==> src/hdl/dstp_pkg.sv <==
`default_nettype none

package dstp_pkg;

    // Field widths of the number item and the result item
    localparam int CHAR_W = 8;
    localparam int ACC_W  = 60;
    localparam int SIG_W  = 61;
    localparam int POW_W  = 12;
    localparam int FRAC_W = 8;
    localparam int EXP_W  = 10;
    localparam int DIG_W  = 4;

    localparam int MAX_SIG_DIGITS_DEF = 18;

    localparam logic [FRAC_W-1:0] FRAC_LIMIT = 8'd255;
    localparam logic [EXP_W-1:0]  EXP_LIMIT  = 10'd999;

    // Character codes
    localparam logic [CHAR_W-1:0] CH_TAB   = 8'h09;
    localparam logic [CHAR_W-1:0] CH_CR    = 8'h0D;
    localparam logic [CHAR_W-1:0] CH_SPACE = 8'h20;
    localparam logic [CHAR_W-1:0] CH_PLUS  = 8'h2B;
    localparam logic [CHAR_W-1:0] CH_MINUS = 8'h2D;
    localparam logic [CHAR_W-1:0] CH_POINT = 8'h2E;
    localparam logic [CHAR_W-1:0] CH_ZERO  = 8'h30;
    localparam logic [CHAR_W-1:0] CH_NINE  = 8'h39;
    localparam logic [CHAR_W-1:0] CH_E_UP  = 8'h45;
    localparam logic [CHAR_W-1:0] CH_E_LO  = 8'h65;

    // Parse phases
    typedef logic [2:0] t_phase;
    localparam t_phase PH_SPACE     = 3'd0;
    localparam t_phase PH_INT       = 3'd1;
    localparam t_phase PH_FRAC      = 3'd2;
    localparam t_phase PH_EXP_SIGN  = 3'd3;
    localparam t_phase PH_EXP_DIGIT = 3'd4;
    localparam t_phase PH_DONE      = 3'd5;

    typedef struct packed {
        t_phase            phase;
        logic              val_neg;
        logic [ACC_W-1:0]  acc;
        logic [FRAC_W-1:0] frac;
        logic              exp_neg;
        logic [EXP_W-1:0]  exp;
        logic              ovf;
    } t_state;

    localparam t_state STATE_RESET = '{
        phase:   PH_SPACE,
        val_neg: 1'b0,
        acc:     '0,
        frac:    '0,
        exp_neg: 1'b0,
        exp:     '0,
        ovf:     1'b0
    };

    // Smallest accumulator value that already holds the full digit count
    function automatic logic [ACC_W-1:0] sig_threshold(input int digits);
        logic [ACC_W-1:0] t;
        t = ACC_W'(1);
        for (int k = 1; k < 18; k++) begin
            if (k < digits) begin
                t = ACC_W'(t * ACC_W'(10));
            end
        end
        return t;
    endfunction

endpackage

`default_nettype wire

==> src/hdl/dstp_step.sv <==
`default_nettype none

module dstp_step
    import dstp_pkg::*;
#(
    parameter int MAX_SIG_DIGITS = MAX_SIG_DIGITS_DEF
) (
    input  wire t_state            i_state,
    input  wire logic [CHAR_W-1:0] i_char,
    output t_state                 o_state
);

    localparam logic [ACC_W-1:0] THRESH = sig_threshold(MAX_SIG_DIGITS);

    logic              is_digit;
    logic              is_space;
    logic              is_sign;
    logic              is_exp;
    logic [DIG_W-1:0]  digit;
    logic              full;
    logic [ACC_W-1:0]  acc_x10;
    logic [13:0]       exp_x10;
    logic              do_number;
    t_phase            work_phase;

    always_comb begin
        is_digit = i_char inside {[CH_ZERO:CH_NINE]};
        is_space = (i_char == CH_SPACE) || (i_char inside {[CH_TAB:CH_CR]});
        is_sign  = (i_char == CH_PLUS) || (i_char == CH_MINUS);
        is_exp   = (i_char == CH_E_LO) || (i_char == CH_E_UP);
        digit    = DIG_W'(i_char - CH_ZERO);
        full     = i_state.acc >= THRESH;
        acc_x10  = (i_state.acc << 3) + (i_state.acc << 1) + ACC_W'(digit);
        exp_x10  = (14'(i_state.exp) << 3) + (14'(i_state.exp) << 1) + 14'(digit);
    end

    always_comb begin
        o_state    = i_state;
        do_number  = 1'b0;
        work_phase = i_state.phase;

        // Leading white space and sign; anything else falls into the integer part
        if (i_state.phase == PH_SPACE) begin
            if (is_sign) begin
                o_state.val_neg = (i_char == CH_MINUS);
                o_state.phase   = PH_INT;
            end else if (!is_space) begin
                do_number  = 1'b1;
                work_phase = PH_INT;
            end
        end else if (i_state.phase != PH_DONE) begin
            do_number = 1'b1;
        end

        if (do_number) begin
            case (work_phase)
                PH_INT: begin
                    if (is_digit) begin
                        if (full) begin
                            o_state.ovf = 1'b1;
                        end else begin
                            o_state.acc = acc_x10;
                        end
                        o_state.phase = PH_INT;
                    end else if (i_char == CH_POINT) begin
                        o_state.phase = PH_FRAC;
                    end else if (is_exp) begin
                        o_state.phase = PH_EXP_SIGN;
                    end else begin
                        o_state.phase = PH_DONE;
                    end
                end
                PH_FRAC: begin
                    if (is_digit) begin
                        if (full) begin
                            o_state.ovf = 1'b1;
                        end else begin
                            o_state.acc = acc_x10;
                            if (i_state.frac < FRAC_LIMIT) begin
                                o_state.frac = i_state.frac + FRAC_W'(1);
                            end
                        end
                    end else if (is_exp) begin
                        o_state.phase = PH_EXP_SIGN;
                    end else begin
                        o_state.phase = PH_DONE;
                    end
                end
                PH_EXP_SIGN, PH_EXP_DIGIT: begin
                    if (is_digit) begin
                        o_state.exp   = (exp_x10 > 14'(EXP_LIMIT)) ? EXP_LIMIT
                                                                  : EXP_W'(exp_x10);
                        o_state.phase = PH_EXP_DIGIT;
                    end else if (work_phase == PH_EXP_SIGN && is_sign) begin
                        o_state.exp_neg = (i_char == CH_MINUS);
                        o_state.phase   = PH_EXP_DIGIT;
                    end else begin
                        o_state.phase = PH_DONE;
                    end
                end
                default: begin
                    o_state.phase = PH_DONE;
                end
            endcase
        end
    end

endmodule

`default_nettype wire

==> src/hdl/decimal_scientific_text_parser.sv <==
`default_nettype none

// Decimal number text parser. Feed one ASCII character per item on
// i_char_code, with i_last_char set on the final one; after leading white
// space it reads sign, integer digits, point, fraction digits and an e/E
// exponent, stops at the first character that does not fit, and on the last
// character returns one result item: o_significand (signed digits kept),
// o_power_of_ten (exponent minus kept fraction digits, exponent saturating
// at 999) and o_digits_dropped (digits beyond MAX_SIG_DIGITS ignored).
// Strings without the end mark produce nothing. The block takes one
// character every cycle unless a last character must wait for room for its
// result. A result passes through three register stages: the input
// register, the character step (a 60-bit multiply-by-ten add and a digit
// limit compare) writing the parse state and result capture, and the output
// stage that applies the sign to the significand and forms the power of ten.

module decimal_scientific_text_parser
    import dstp_pkg::*;
#(
    parameter int MAX_SIG_DIGITS = MAX_SIG_DIGITS_DEF
) (
    input  wire  logic                    i_clk,
    input  wire  logic                    i_rst_n,
    // Character input channel
    input  wire  logic                    i_valid,
    output logic                          o_ready,
    input  wire  logic [CHAR_W-1:0]       i_char_code,
    input  wire  logic                    i_last_char,
    // Result output channel
    output logic                          o_valid,
    input  wire  logic                    i_ready,
    output logic signed [SIG_W-1:0]       o_significand,
    output logic signed [POW_W-1:0]       o_power_of_ten,
    output logic                          o_digits_dropped
);

    // Input register
    logic              r_in_valid;
    logic [CHAR_W-1:0] r_in_char;
    logic              r_in_last;

    // Parse state
    t_state            r_state;
    t_state            n_state;
    t_state            step_state;

    // Captured result, before sign and power are applied
    logic              r_res_valid;
    logic [ACC_W-1:0]  r_res_mag;
    logic              r_res_neg;
    logic [EXP_W-1:0]  r_res_exp;
    logic              r_res_eneg;
    logic [FRAC_W-1:0] r_res_frac;
    logic              r_res_ovf;

    // Output register
    logic              r_out_valid;
    logic [SIG_W-1:0]  r_out_sig;
    logic [POW_W-1:0]  r_out_pow;
    logic              r_out_drop;
    logic [SIG_W-1:0]  n_out_sig;
    logic [POW_W-1:0]  n_out_pow;

    // Stage enables, from the output side back to the input
    logic              out_load;
    logic              res_load_ok;
    logic              in_advance;
    logic              res_capture;

    dstp_step #(
        .MAX_SIG_DIGITS (MAX_SIG_DIGITS)
    ) u_step (
        .i_state (r_state),
        .i_char  (r_in_char),
        .o_state (step_state)
    );

    always_comb begin
        out_load    = !r_out_valid || i_ready;
        res_load_ok = !r_res_valid || out_load;
        // A plain character always moves on; a last character needs room for its result
        in_advance  = r_in_valid && (!r_in_last || res_load_ok);
        res_capture = in_advance && r_in_last;
        o_ready     = !r_in_valid || in_advance;
    end

    // Advance the parse state; return to reset after the last character
    always_comb begin
        n_state = r_state;
        if (in_advance) begin
            n_state = r_in_last ? STATE_RESET : step_state;
        end
    end

    // Apply sign and net power of ten
    always_comb begin
        logic [SIG_W-1:0] mag;
        logic [POW_W-1:0] e_abs;
        logic [POW_W-1:0] e_sgn;
        mag       = {1'b0, r_res_mag};
        e_abs     = POW_W'(r_res_exp);
        e_sgn     = r_res_eneg ? -e_abs : e_abs;
        n_out_sig = r_res_neg ? -mag : mag;
        n_out_pow = e_sgn - POW_W'(r_res_frac);
    end

    // Control state
    always_ff @(posedge i_clk) begin
        if (!i_rst_n) begin
            r_in_valid  <= 1'b0;
            r_res_valid <= 1'b0;
            r_out_valid <= 1'b0;
            r_state     <= STATE_RESET;
        end else begin
            r_state <= n_state;
            if (o_ready) begin
                r_in_valid <= i_valid;
            end
            if (res_capture) begin
                r_res_valid <= 1'b1;
            end else if (out_load) begin
                r_res_valid <= 1'b0;
            end
            if (out_load) begin
                r_out_valid <= r_res_valid;
            end
        end
    end

    // Payload registers
    always_ff @(posedge i_clk) begin
        if (o_ready) begin
            r_in_char <= i_char_code;
            r_in_last <= i_last_char;
        end
        if (res_capture) begin
            r_res_mag  <= step_state.acc;
            r_res_neg  <= step_state.val_neg;
            r_res_exp  <= step_state.exp;
            r_res_eneg <= step_state.exp_neg;
            r_res_frac <= step_state.frac;
            r_res_ovf  <= step_state.ovf;
        end
        if (out_load && r_res_valid) begin
            r_out_sig  <= n_out_sig;
            r_out_pow  <= n_out_pow;
            r_out_drop <= r_res_ovf;
        end
    end

    assign o_valid          = r_out_valid;
    assign o_significand    = $signed(r_out_sig);
    assign o_power_of_ten   = $signed(r_out_pow);
    assign o_digits_dropped = r_out_drop;

endmodule

`default_nettype wire

==> config.mk <==
export PLATFORM = sky130hd
export DESIGN_NAME = decimal_scientific_text_parser
export DESIGN_NICKNAME = d
export VERILOG_FILES = /design/src/hdl/dstp_pkg.sv /design/src/hdl/dstp_step.sv /design/src/hdl/decimal_scientific_text_parser.sv
export SDC_FILE = /design/constraint.sdc
export NUM_CORES = 1
export LEC_CHECK = 0
export BUFFER_PORTS_ARGS = -buffer_cell sky130_fd_sc_hd__clkbuf_2
export CORE_MARGIN = 10
export CORE_UTILIZATION = 40
export DETAILED_ROUTE_END_ITERATION = 8
export GPL_ROUTABILITY_DRIVEN = 0
export SLEW_MARGIN = 20
export SYNTH_ARGS = -nofsm -noshare
export SYNTH_HDL_FRONTEND = slang
export SYNTH_SLANG_ARGS = --single-unit
==> constraint.sdc <==
create_clock -name i_clk -period 5.9 [get_ports i_clk]
set_input_delay 0.885 -clock i_clk [delete_from_list [all_inputs] [get_ports i_clk]]
set_output_delay 0.885 -clock i_clk [all_outputs]
set_load 0.05 [all_outputs]
==> results summary, run 1 <==
Using the TritonRoute via totals, the vias-per-cell ratio works out to 5.61. The total DRC errors in the routed layout came out at 0. The net count after synthesis came out at 1798.

The number of antenna diodes is 0. The number of buffers added to fix hold violations after cts is 0. The area added between synthesis and finish is 11.8%.

The critical path arrival is 4.77 ns. The remaining max-slew budget at the tightest pin is 30.8%. Gates resized during post-CTS repair numbered 0. The detailed router finished its first iteration with 930 violations.

The worst setup path is of the reg2reg kind. For this run, the register share of the synthesized area comes to 42.2%. The number of vias after detailed routing came out at 12500. The top-level I/O count is 89. The number of post-CTS setup repair buffers is 0.

The cell depth of the worst flop-to-flop path came out at 14. The minimum setup slack in the final design came out at 1.43 ns. The half-perimeter wire length of the detailed placement result is 30.0 mm. The detailed-router iteration count before antenna repair came out at 5. The startpoint of the lowest-slack register-to-register path is r_in_char[3]. The number of fillers in the final layout is 3648.

Among all stages on the critical path, the largest delay is contributed by a21oi_1. The top fanout value on the critical path came out at 9. Yosys instantiated no cell more often than nand2_1.

The footprint of the multi-input gates is 8730 sq um. Synthesis produced 1636 cells. Cells fill 45.5% of the core in the end. Hold is met by 0.422 ns. For the final database, setup skew stands at 0.0122 ns. The largest vdd supply drop came out at 0.000185 V.

The total congestion overflow after global routing is 0. The clock latency of the later-clocked register in the worst-skew pair is 0.55 ns. The clock edge transition at the registers on the reported setup and hold paths is 0.06 ns. The number of cells on the worst hold path is 0. Cells with a size suffix above 1 make up 10.6% of the layout.

The die area came out at 47800 sq um. The clock tree root buffer cell is clkbuf_16. The effective utilization at floorplan is 40.7%. By area the synthesized netlist is led by edfxtp_1 31%, ha_1 11%, dfxtp_1 11%, xnor2_1 6.0%, nand2_1 5.7%. Data on the critical path is required at its endpoint by 6.20 ns. In this run, CTS created clock tree buffers numbering 27. Global routing consumed, over all layers together, 16.2% of the routing resources. Setup repair after global routing left no endpoint under its margin.

The fmax came out at 224 MHz. The die height is 219 um. The tightest min-delay check is of the reg2reg type.

The register area came out at 6670 sq um. The worst setup path is captured at a flop. The worst slack at placement came out at 1.42 ns. The transition at the pin with the smallest max-transition slack is 1.03 ns. The residual antenna-violating net count after detailed routing came out at 0. The async set-reset flop share out of synthesis is 0%. The total number of yosys warnings is 0. The total count of hold-check failures in the final report is 0. The number of antenna violations at the first check in global routing came to 0. The synthesized area divided by synthesized cell count is 9.65 sq um. Dividing total power by cell area gives a power density of 218 nW/um^2. In this run the number of H-tree levels came out at 1. The cell area after technology mapping is 15800 sq um. The via count of the first global-routing pass is 11500.

The deepest clock path buffer count is 3. In this run the most critical hold path is launched from r_res_ovf. The commonest cells after synthesis are 240 x nand2_1, 164 x edfxtp_1, 144 x ha_1. The element type at the critical path start is a flop.

The area of the core came out at 38800 sq um. The initialized floorplan defines 72 standard-cell rows. The critical path runs through a total of 14 cells. In this run, synthesis produced a sequential element count of 251.

The tool flagged a number of max-cap violations equal to 0. Once layout is complete, the cells apart from fillers number 2232. The first-pass GRT wire length is 63.0 mm. The flow ran to the end, and the final reports show no timing, DRC or antenna violations. The critical path contains buffers and inverters numbering 2 combined. Among all flip-flop cells after synthesis, the most frequent one is edfxtp_1. The biggest area contributor in the post-synthesis netlist is edfxtp_1. The sum of routed wire length over all layers is 39.8 mm. The clock tree from TritonCTS is built.

The mean routed wirelength per cell is 17.8 um. Port buffering added 88 buffers. The cell family with the largest share of critical-path delay is compound AO/OA/AOI/OAI gates. The critical path starts at r_in_char[3].

The count of different cell masters after synthesis is 82. The final worst-path cycle share came out at 75.8%. The leakage component of the power is 7.33 nW. The delay of the slowest critical-path stage is 0.74 ns. The fraction of synthesized cell area taken by the top area cell type came out at 31.2%. Entering global routing, the biggest net connects 75 pins.

The summed negative setup slack over all endpoints is 0 ns. The count of pins over their slew limit came to 0. The final layout contains 1856 nets.

The number of instances in the placed design is 2183. The number of failing setup endpoints in the final timing report came out at 0. The final critical delay including setup and external delays came out at 4.47 ns. The number of synthesized flops with an enable pin came out at 164.

The floorplan step set the die width to 219 um. The most numerous cell type found on the critical path is a21oi_1. The critical path goes through inv_1 > fa_1 > inv_1 > ha_1 > a21oi_1 > or3b_2 > a211oi_1 > o21ai_0 > nand2_1 > a21oi_1 > o21ai_1 > a21oi_1 > xnor2_1 > mux2_2. The clock drives 251 sinks.
final timing paths:
check,endpoint,slack [ns]
hold reg to reg,o_digits_dropped,0.42
setup reg to reg,r_res_mag[51],1.43
setup / recovery,r_res_mag[51],1.43
hold / removal,o_digits_dropped,0.42
logic make-up (layout without fill, tap and decap cells):
family | count (synthesis) | count (layout) | synth area share [%]
and+or+nand+nor | 535 | 535 | 16.2
AOI/OAI and AO/OA | 430 | 430 | 17.9
DFF | 251 | 251 | 42.2
adders and majority gates | 149 | 149 | 12.0
xor gates and xnor gates | 142 | 142 | 7.88
buffers and inverters | 114 | 192 | 2.77
muxes | 15 | 15 | 1.05
layout by cell type, fill, tap and decap left out, types with 8 or more instances in the layout:
cell type / instances
nor2b_1: 25
inv_1: 44
edfxtp_1: 164
a211oi_1: 9
o211ai_1: 8
or4_1: 9
clkbuf_2: 88
nand2_1: 240
a22o_1: 44
o21a_1: 14
o41ai_1: 9
nand3_1: 38
clkbuf_16: 27
a21o_1: 18
nand2b_1: 14
a31oi_1: 14
o31ai_1: 27
o21ai_0: 118
buf_4: 9
a21oi_1: 96
xnor2_1: 109
mux2_2: 12
xor2_1: 33
ha_1: 144
and3_1: 12
a21boi_0: 11
nor3_1: 20
dfxtp_1: 87
and2_1: 11
nor2_1: 86
nand4_1: 27
sequential cells by signal (all words and copies together), names as in the netlist:
signal,flops
r_state,84
o_significand,61
r_res_mag,60
o_power_of_ten,12
r_res_exp,10
r_in_char,8
r_res_frac,8
o_digits_dropped,1
o_valid,1
r_in_last,1
r_in_valid,1
r_res_eneg,1
r_res_neg,1
r_res_ovf,1
r_res_valid,1
routing by layer:
metal	part of all wire, %	vias up	global-route usage, %
li1	-	6157	-
met1	49	5933	23.7
met2	41	386	23.8
met3	7.5	54	2.69
met4	2.2	0	4.67
met5	0	-	0
per-stage QoR:
| step | instance area (sq um) | power, mW |
|---|---|---|
| CTS | 17600 | 3.89 |
| global placement | 16800 | 2.17 |
| global route | 17600 | 3.98 |
| floorplan | 15800 | 2.11 |
| detailed placement | 16800 | 2.17 |
| finish | 17600 | 3.85 |
where the power goes:
group	leakage, nW	internal [mW]	total (mW)	switching, mW
sequential	2.35	1.90	1.92	0.0226
clock	0.434	1.01	1.72	0.705
combinational	4.55	0.0560	0.208	0.152
total	7.33	2.97	3.85	0.880
cell type report:
class / count / area share [%]
Multi-Input combinational cell: 1271 / 49.5
Clock buffer: 30 / 3.89
Sequential cell: 251 / 37.8
Inverter: 44 / 0.936
Tap cell: 518 / 3.67
Timing Repair Buffer: 99 / 3.11
Clock inverter: 19 / 1.16
worst register-to-register path: stages (launching register included):
cell and delay, ns:
edfxtp_1 0.35, inv_1 0.13, fa_1 0.57, inv_1 0.08, ha_1 0.29, a21oi_1 0.23
or3b_2 0.19, a211oi_1 0.08, o21ai_0 0.31, nand2_1 0.09, a21oi_1 0.44, o21ai_1 0.24
a21oi_1 0.74, xnor2_1 0.19, mux2_2 0.30
(Power assumes the default switching activity.)
==> run 2: changes to the inputs <==
- ABC_AREA: unset -> 1
- clock period: 5.9 -> 3.7 ns (I/O delays scaled with it)
==> results summary, run 2 <==
The leakage component of the power is 10.3 nW (+41%). The horizontal die dimension came out at 239 um (+9.4%). The number of antenna diodes is 0 (unchanged).

edfxtp_1 takes more of the synthesized area than any other cell. The most common library cell in the layout ignoring fill and taps is nand2_1. The share of power burned in combinational logic was 5.9% (+0.5 points). The sum of routed wire length over all layers is 57.3 mm (+44%). The final critical delay including setup and external delays is 3.28 ns (-1.19 ns). The residual antenna-violating net count after detailed routing came out at 0 (unchanged). The critical path goes through inv_2 > fa_1 > inv_1 > fa_1 > nand2_1 > nand3_1 > nand3_1 > nand2_1 > nand2_1 > nand3_1 > nand2_1 > nand4_1 > nand2_1 > nand2_1 > and2_1. The delay of the slowest critical-path stage was 0.54 ns (-0.20 ns). The TritonCTS buffer count came out at 29 (+7.4%).

The number of vias after detailed routing came out at 17700 (+42%). The count of pins over their slew limit is 0 (unchanged). The number of buffers added to fix hold violations after cts came out at 0 (unchanged). The switching share of power came out at 23.2% (+0.36 points).

In the synthesized netlist the dominant register cell turns out to be edfxtp_1. The total DRC errors in the routed layout is 0 (unchanged). The synthesized netlist cell count is 2766 (+69%). By instance count, the leading cell after synthesis is nand2_1. The synthesized area divided by synthesized cell count is 6.95 sq um (-28%). After synthesis, the most frequently instantiated cells are 940 x nand2_1, 436 x inv_1, 227 x nor2_1.

The summed negative setup slack over all endpoints came to 0 ns (unchanged). The largest vdd supply drop came out at 0.000229 V (+24%). The clock sink total came out at 251 (unchanged). The detailed-router iteration count before antenna repair is 6 (+1). The top fanout value on the critical path came out at 5 (-4). The library cells used most frequently in the layout, excluding fill and tap cells, are 939 x nand2_1, 435 x inv_1, 225 x nor2_1.

The half-perimeter wire length of the detailed placement result is 46.0 mm (+53%). The net count after synthesis came out at 2928 (+63%). The remaining max-slew budget at the tightest pin came out at 37.8% (+7.0 points). The worst path required time is 4.01 ns (-2.19 ns). The via count of the first global-routing pass came out at 16700 (+45%). Ranked by total cell area, the synthesized netlist is headed by edfxtp_1 26%, nand2_1 18%, ha_1 9.4%, dfxtp_1 9.1%, inv_1 8.5%. The net count of the finished layout is 3009 (+62%). The mean routed wirelength per cell is 16.4 um (-7.8%). The total routing usage reported by global routing was 19.7% (+3.5 points). The clock tree from TritonCTS is built. The total congestion overflow after global routing came out at 0 (unchanged). The quantity of I/O buffers inserted on ports is 88 (unchanged). The fraction of the yosys area taken by sequential cells came to 34.7% (-7.5 points).

The cell area after technology mapping is 19200 sq um (+22%). The synthesis-stage register bit count came out at 251 (unchanged). STA classifies the critical path endpoint as a flop. The final worst-path cycle share came out at 88.7% (+13 points). The fraction of layout instances using a drive strength above 1 came out at 8.16% (-2.5 points). The transition at the pin with the smallest max-transition slack is 0.933 ns (-0.101 ns). The first-pass GRT wire length came to 90.5 mm (+44%).

Setup repair after global routing left no endpoint under its margin. The worst hold path class is in2reg. The fmax is 305 MHz (+36%). The clock edge transition at the registers on the reported setup and hold paths was 0.06 ns (about the same). The area added between synthesis and finish is 11.0%. The top-level I/O count is 89 (unchanged).

The count of different cell masters after synthesis is 48 (-41%). The worst clock skew is 0.0125 ns (+0.000241 ns). The critical path arrival came out at 3.59 ns (-1.18 ns). The internal power component is 4.92 mW (+65%). The number of post-CTS setup repair buffers is 0 (unchanged). The effective utilization at floorplan came out at 40.3% (-0.35 points). The number of failing setup endpoints in the final timing report came to 0 (unchanged). The pin count of the biggest net entering global routing is 75 (unchanged). The die area came out at 57200 sq um (+20%). The count of placed standard cells in the final layout, fillers left out came out at 3483 (+56%). The cell type with the highest occurrence count on the critical path is nand2_1. The number of violations of the max-capacitance limit is 0 (unchanged).

The total count of hold-check failures in the final report was 0 (unchanged). The total number of yosys warnings is 0 (unchanged). The power consumption is 6.40 mW (+66%). The die height is 239 um (+9.4%). The number of design-rule violations left by the first detailed-router iteration is 1456 (+57%). The total net switching power came to 1.49 mW (+69%). The number of flip-flops in the largest register is 84 (unchanged). The async set-reset flop share out of synthesis is 0% (unchanged).

The number of instances in the placed design is 3431 (+57%). The worst setup path is launched from a flop. The critical setup path kind is reg2reg. The final hold slack came to 0.169 ns (-0.253 ns). The area of the core was 47600 sq um (+23%).

The flow ran to the end, and the final reports show no timing, DRC or antenna violations. The number of synthesized flops with an enable pin was 164 (unchanged). The clock network fraction of total power is 46.0% (+1.4 points). The clock latency of the later-clocked register in the worst-skew pair came out at 0.56 ns (about the same). The fraction of synthesized cell area taken by the top area cell type is 25.6% (-5.6 points).

The register name with the most flops is r_state. The number of vias per cell is 5.09 (-9.3%). The depth of the CTS H-tree came out at 1 (unchanged). The number of antenna violations at the first check in global routing was 3 (+3).

The share of power burned in registers came to 48.1% (-1.9 points). The count of cells resized by post-cts repair is 0 (unchanged). The power per unit of standard cell area came out at 300 nW/um^2 (+38%).

The deepest clock path buffer count came out at 3 (unchanged). The largest individual stage delay along the critical path comes from the cell fa_1. The clock tree root buffer cell is clkbuf_16.

The standard-cell row count came out at 80 (+11%).
## run 2: cell types whose count changed after synthesis, sizes merged, moves of 27 or more
cell,before,now
nand2,240,953
inv,44,441
nor2,91,239
nand3,38,163
xnor2,109,39
o21ai,123,63
a21oi,96,145
a22o,44,0
clkbuf,64,33
nand4,28,58
xor2,33,60
## run 2: kinds of logic (layout without fill, tap and decap cells)
group                    count (synthesis)  count (layout)  synth area share [%]
AND/OR/NAND/NOR                       1545            1545                  34.3
buffers and inverters                  493             595                  9.98
flip-flops                             251             251                  34.7
AO/OA/AOI/OAI                          229             229                  6.60
adder cells (fa/ha/maj)                149             149                  9.90
XOR/XNOR                                99              99                  4.51
## run 2: path summary, 6_finish.rpt
check,to,cells past startpoint,slack [ns],start
max,r_res_mag[58],15,0.42,r_in_char[3]
min,r_in_char[4],1,0.17,i_char_code[4]
max reg2reg,r_res_mag[58],15,0.42,r_in_char[3]
min reg2reg,o_digits_dropped,0,0.43,r_res_ovf
## run 2: power by group through the flow
stage	combinational [mW]	clock, mW	sequential, mW
CTS	0.379	3.03	3.08
detailed placement	0.378	0	3.14
finish	0.377	2.94	3.08
global route	0.416	3.13	3.09
floorplan	0.222	0	3.18
global placement	0.373	0	3.14
## run 2: final cells by class
cell class / instances / area (sq um)
well taps: 615 / 769
fillers: 4840 / 26300
flip-flops and latches: 251 / 6670
multi-input cells: 2022 / 10600
clock buffers: 37 / 786
clock inverters: 15 / 189
repair buffers: 102 / 608
inverters: 441 / 1660
## run 2: per-layer routing
layer	part of all wire [%]	vias up	wire (um)	track usage [%]
li1	-	8984	-	-
met1	45	8078	25800	26.9
met2	45	569	25600	31.7
met3	7.3	103	4200	2.64
met4	2.8	4	1590	6.14
met5	0.047	-	27	0
## run 2: worst max-delay path, delay by kind of cell (launching register included)
kind                     cells  cell delay (ns)
adder cells (fa/ha/maj)      2             1.05
buffers and inverters        2             0.18
AND/OR/NAND/NOR             11             1.36
flip-flops                   1             0.43
## run 2: metrics by stage
stage	setup slack, ns	instance area, sq um	util, %
6_report	0.418	21300	44.8
5_1_grt	0.192	21300	44.8
4_1_cts	0.468	21300	44.8
3_5_place_dp	0.489	20300	42.7
3_3_place_gp	0.527	20300	42.7
2_1_floorplan	0.741	19200	-
